## src/sv/tcbl_pkg.sv

```systemverilog
// ----------------------------------------------------------------------------
// tcbl_pkg: shared types and constants for the two-choice bin loader
// Beat payloads, sequencer states and the control word for the cell ring.
// ----------------------------------------------------------------------------
package tcbl_pkg;

  localparam int unsigned BIN_W      = 6;   // bin index field width
  localparam int unsigned LOAD_OUT_W = 16;  // load fields on the result beat
  localparam int unsigned QD_W       = 2;   // query_depth register width

  localparam logic [QD_W-1:0] QD_RESET = 2'd1;  // median question only
  localparam logic [QD_W-1:0] QD_TWO   = 2'd2;  // median plus upper quartile

  typedef struct packed {
    logic [BIN_W-1:0] first_bin;
    logic [BIN_W-1:0] second_bin;
    logic             coin;
  } ball_t;

  typedef struct packed {
    logic [BIN_W-1:0]      chosen_bin;
    logic [LOAD_OUT_W-1:0] chosen_load;
    logic [LOAD_OUT_W-1:0] max_load;
  } result_t;

  typedef enum logic [2:0] {
    ST_IDLE,
    ST_REDUCE,
    ST_FIND,
    ST_COUNT,
    ST_DECIDE,
    ST_UPDATE
  } state_e;

  typedef struct packed {
    logic shift;  // every cell takes its neighbour's contents
    logic bump;   // cell holding the picked bin increments its load
  } ring_ctrl_t;

endpackage

```

## src/sv/tcbl_cell.sv

```systemverilog
// ----------------------------------------------------------------------------
// tcbl_cell: one link of the load ring
// Holds one bin's load and tag; passes both on when the ring shifts.
// ----------------------------------------------------------------------------
module tcbl_cell #(
  parameter int unsigned LOAD_WIDTH = 16,
  parameter int unsigned TAG_W      = 6,
  parameter int unsigned CELL_IDX   = 0
) (
  input  logic                   clk_i,
  input  logic                   rst_ni,
  input  tcbl_pkg::ring_ctrl_t   ring_i,
  input  logic [TAG_W-1:0]       pick_tag_i,
  input  logic [LOAD_WIDTH-1:0]  load_i,
  input  logic [TAG_W-1:0]       tag_i,
  output logic [LOAD_WIDTH-1:0]  load_o,
  output logic [TAG_W-1:0]       tag_o
);

  logic [LOAD_WIDTH-1:0] load_q;
  logic [TAG_W-1:0]      tag_q;
  logic                  hit;

  assign hit = ring_i.bump && (tag_q == pick_tag_i) && (load_q != {LOAD_WIDTH{1'b1}});

  always_ff @(posedge clk_i or negedge rst_ni) begin
    if (!rst_ni) begin
      load_q <= '0;
      tag_q  <= TAG_W'(CELL_IDX);
    end else if (ring_i.shift) begin
      load_q <= load_i;
      tag_q  <= tag_i;
    end else if (hit) begin
      load_q <= load_q + 1'b1;  // saturates: no bump at all ones
    end
  end

  assign load_o = load_q;
  assign tag_o  = tag_q;

endmodule

```

## config.mk

```make
export PLATFORM = sky130hd
export DESIGN_NAME = tcbl_cell
export DESIGN_NICKNAME = d
export VERILOG_FILES = /design/src/sv/tcbl_pkg.sv /design/src/sv/tcbl_cell.sv
export SDC_FILE = /design/constraint.sdc
export NUM_CORES = 1
export LEC_CHECK = 0
export ABC_AREA = 1
export BUFFER_PORTS_ARGS = -buffer_cell sky130_fd_sc_hd__buf_2
export CORE_AREA = 2 2 57 59
export DETAILED_ROUTE_END_ITERATION = 7
export DIE_AREA = 0 0 59 61
export PLACE_DENSITY_LB_ADDON = 0.15
export SYNTH_ARGS = -nofsm -noshare
export SYNTH_HDL_FRONTEND = slang
export SYNTH_SLANG_ARGS = --single-unit
```

## constraint.sdc

```tcl
create_clock -name clk_i -period 3.1 [get_ports clk_i]
set_input_delay 0.31 -clock clk_i [delete_from_list [all_inputs] [get_ports clk_i]]
set_output_delay 0.31 -clock clk_i [all_outputs]
set_load 0.005 [all_outputs]
```

==> results.txt <==
Resized cells post-CTS = 0
Largest cells by area after synthesis = dfrtp_1, nand2_1, nand3_1, xnor2_1, inv_1
Worst Path Arrival = 1990 ps
CTS Buffer Depth = 2
Core area = 0.00295 mm²
Die area = 0.00360 mm²
Hold crit path type = in2reg
Hold Vio Cnt, Final = 0
FF-to-FF setup slack = 1330 ps
Wire length per cell = 11.2 µm
Die X = 59 µm
First-pass GRT wire length = 5830 µm
Clk pin slew, worst setup/hold paths = 130 ps
Setup ws final = 1330 ps
Post-synthesis register bit count = 22
Ratio of cells with drive above 1 in the final layout = 25.4%
Place WS = 1170 ps
Launch point of the worst reg-to-reg path = load_o[0]
Iteration-0 DRC Markers = 96
MaxCap Viol Count = 0
Clock root cell = clkbuf_4
Detailed placement HPWL = 2520 µm
LEAKAGE = 1.04 nW
Post-Syn Area = 0.00156 mm²
TNS Setup = 0 ps
Slew Limit Fails = 0
Count of cell types in the netlist = 25
Final setup violation count = 0
IO buf count = 53
Worst IR drop on VDD = 0.000178 V
Vias in the first global route = 1,348
Fmax = 565 MHz
Crit share post-route = 57.1%
Hold Startpoint = tag_i[0]
Status = completed
CP endpoint kind = register
Power, Total = 0.736 mW
Synth Instances = 229
Top cell type's share of synthesized area = 35.3%
Seq/Total Area, Yosys = 35.3%
Mean Syn Cell Area = 6.80 µm²
Initial Utilization = 52.8%
Fin crit period = 1770 ps
Area grow syn2layout = 19.7%
Final-stage net count = 313
Clock sinks = 22
Yosys warnings = 0
Cts bufs inserted = 3
Grt ovf = 0
Area leader, netlist = dfrtp_1
Worst setup path startpoint = load_o[0]
Gpl congestion = 0.798
Crit Path Max Fanout = 17
Overall die height = 61 µm
# IOs = 54
Pin count of the biggest net entering global routing = 32
Skew final = 1.45 ps
Clock Latency Late Sink = 320 ps
Total number of vias = 1,577
Initial antenna violation count = 0
Filler cells = 308
Residual DRC = 0
Layout Cells excl Fill = 312
Least-Margin Pin Slew = 937 ps
Cells after DPL = 307
H-tree depth = 1
Syn nets = 262
Pwr Density = 395 mW/mm²
DRT Pass-1 Iters = 4
CP startpoint kind = register
Via density = 5.05
Critical setup path kind = reg2reg
Core Rows = 20
Worst EP required = 3330 ps
Unrepaired setup endpoints after global routing = false
GRT Total Usage = 21.2%
Final WL = 3510 µm
Worst hold slack = 178 ps
CTS tree = built
Slew HR = 37.5%
Routed Antenna Nets = 0
# diodes = 0
-- worst max-delay path, stage by stage, from the launching register on --
cell and delay [ps]:
dfrtp_1 450, ha_1 230, nand3_2 130, inv_2 120
nand2_4 70, clkinv_4 60, nand3_4 60, nand3_4 190
nand2_4 170, nand2_1 130, nand2_1 50
-- timing repair --
item,4_1_cts,5_1_grt
hold buffers,1,0
endpoints found under the hold margin,22,0
buffers inserted,0,0
-- final timing paths --
kind | end | depth (start not counted)
max reg2reg | load_o[2] | 10
max | load_o[2] | 10
min | tag_o[0] | 3
min reg2reg | tag_o[0] | 2
min in group asynchronous | tag_o[5] | 2
max in group asynchronous | load_o[9] | 2
-- metrics by stage --
stage	area, µm²	util [%]
2_1_floorplan	1560	-
3_3_place_gp	1820	61.6
3_5_place_dp	1820	61.6
4_1_cts	1860	63.1
5_1_grt	1860	63.1
6_report	1860	63.1
-- power by group --
group          switching [mW]  internal, mW  leakage [nW]
Sequential             0.0507         0.321         0.274
Clock                  0.0970        0.0719        0.0210
Combinational           0.103        0.0919         0.749
-- final cells by class --
cell class                 count  area [µm²]  area share (%)
tap                           33        41.3            2.21
inverter                      18        72.6            3.89
clock buffer                   4        36.3            1.95
sequential                    22         551            29.5
timing repair buffer          54         275            14.8
multi-input combinational    181         888            47.7
-- registers in the layout, summed over array words and instances, names as in the netlist --
name,cells
load_o,16
tag_o,6
-- cell families (layout without fill, tap and decap cells) --
| kind of cell | count (synthesis) | count (layout) | share of synthesized area, % |
|---|---|---|---|
| compound gates | 11 | 11 | 3.85 |
| xor+xnor | 11 | 11 | 6.19 |
| fa+ha+maj | 1 | 1 | 0.803 |
| buf+inv | 26 | 76 | 7.63 |
| flops | 22 | 22 | 35.3 |
| simple gates | 158 | 158 | 46.2 |
-- cell usage after synthesis (all sizes together) --
library cell and instances:
nor3 2, clkbuf 5, nand3 34, ha 1, inv 17, nand4 2
nand3b 1, nand2 106, nor2 13, dfrtp 22, xor2 3, buf 3
o21bai 2, o21ai 9, xnor2 8, clkinv 1
-- cell usage in the layout, fill, tap and decap left out, drive strengths merged --
cell	n
nand4	2
nand2	106
nor3	2
o21bai	2
o21ai	9
clkbuf	4
inv	17
xnor2	8
dlygate4sd3	1
clkinv	1
nand3	34
nor2	13
ha	1
nand3b	1
dfrtp	22
buf	53
xor2	3
-- per-layer routing --
layer	vias to the layer above	GRT usage, %	wire length (µm)
li1	818	-	-
met1	695	27.7	1630
met2	59	36.7	1660
met3	5	2.56	176
met4	0	6.82	47
met5	-	0	0
No activity file was read; power rests on OpenSTA's default activity.
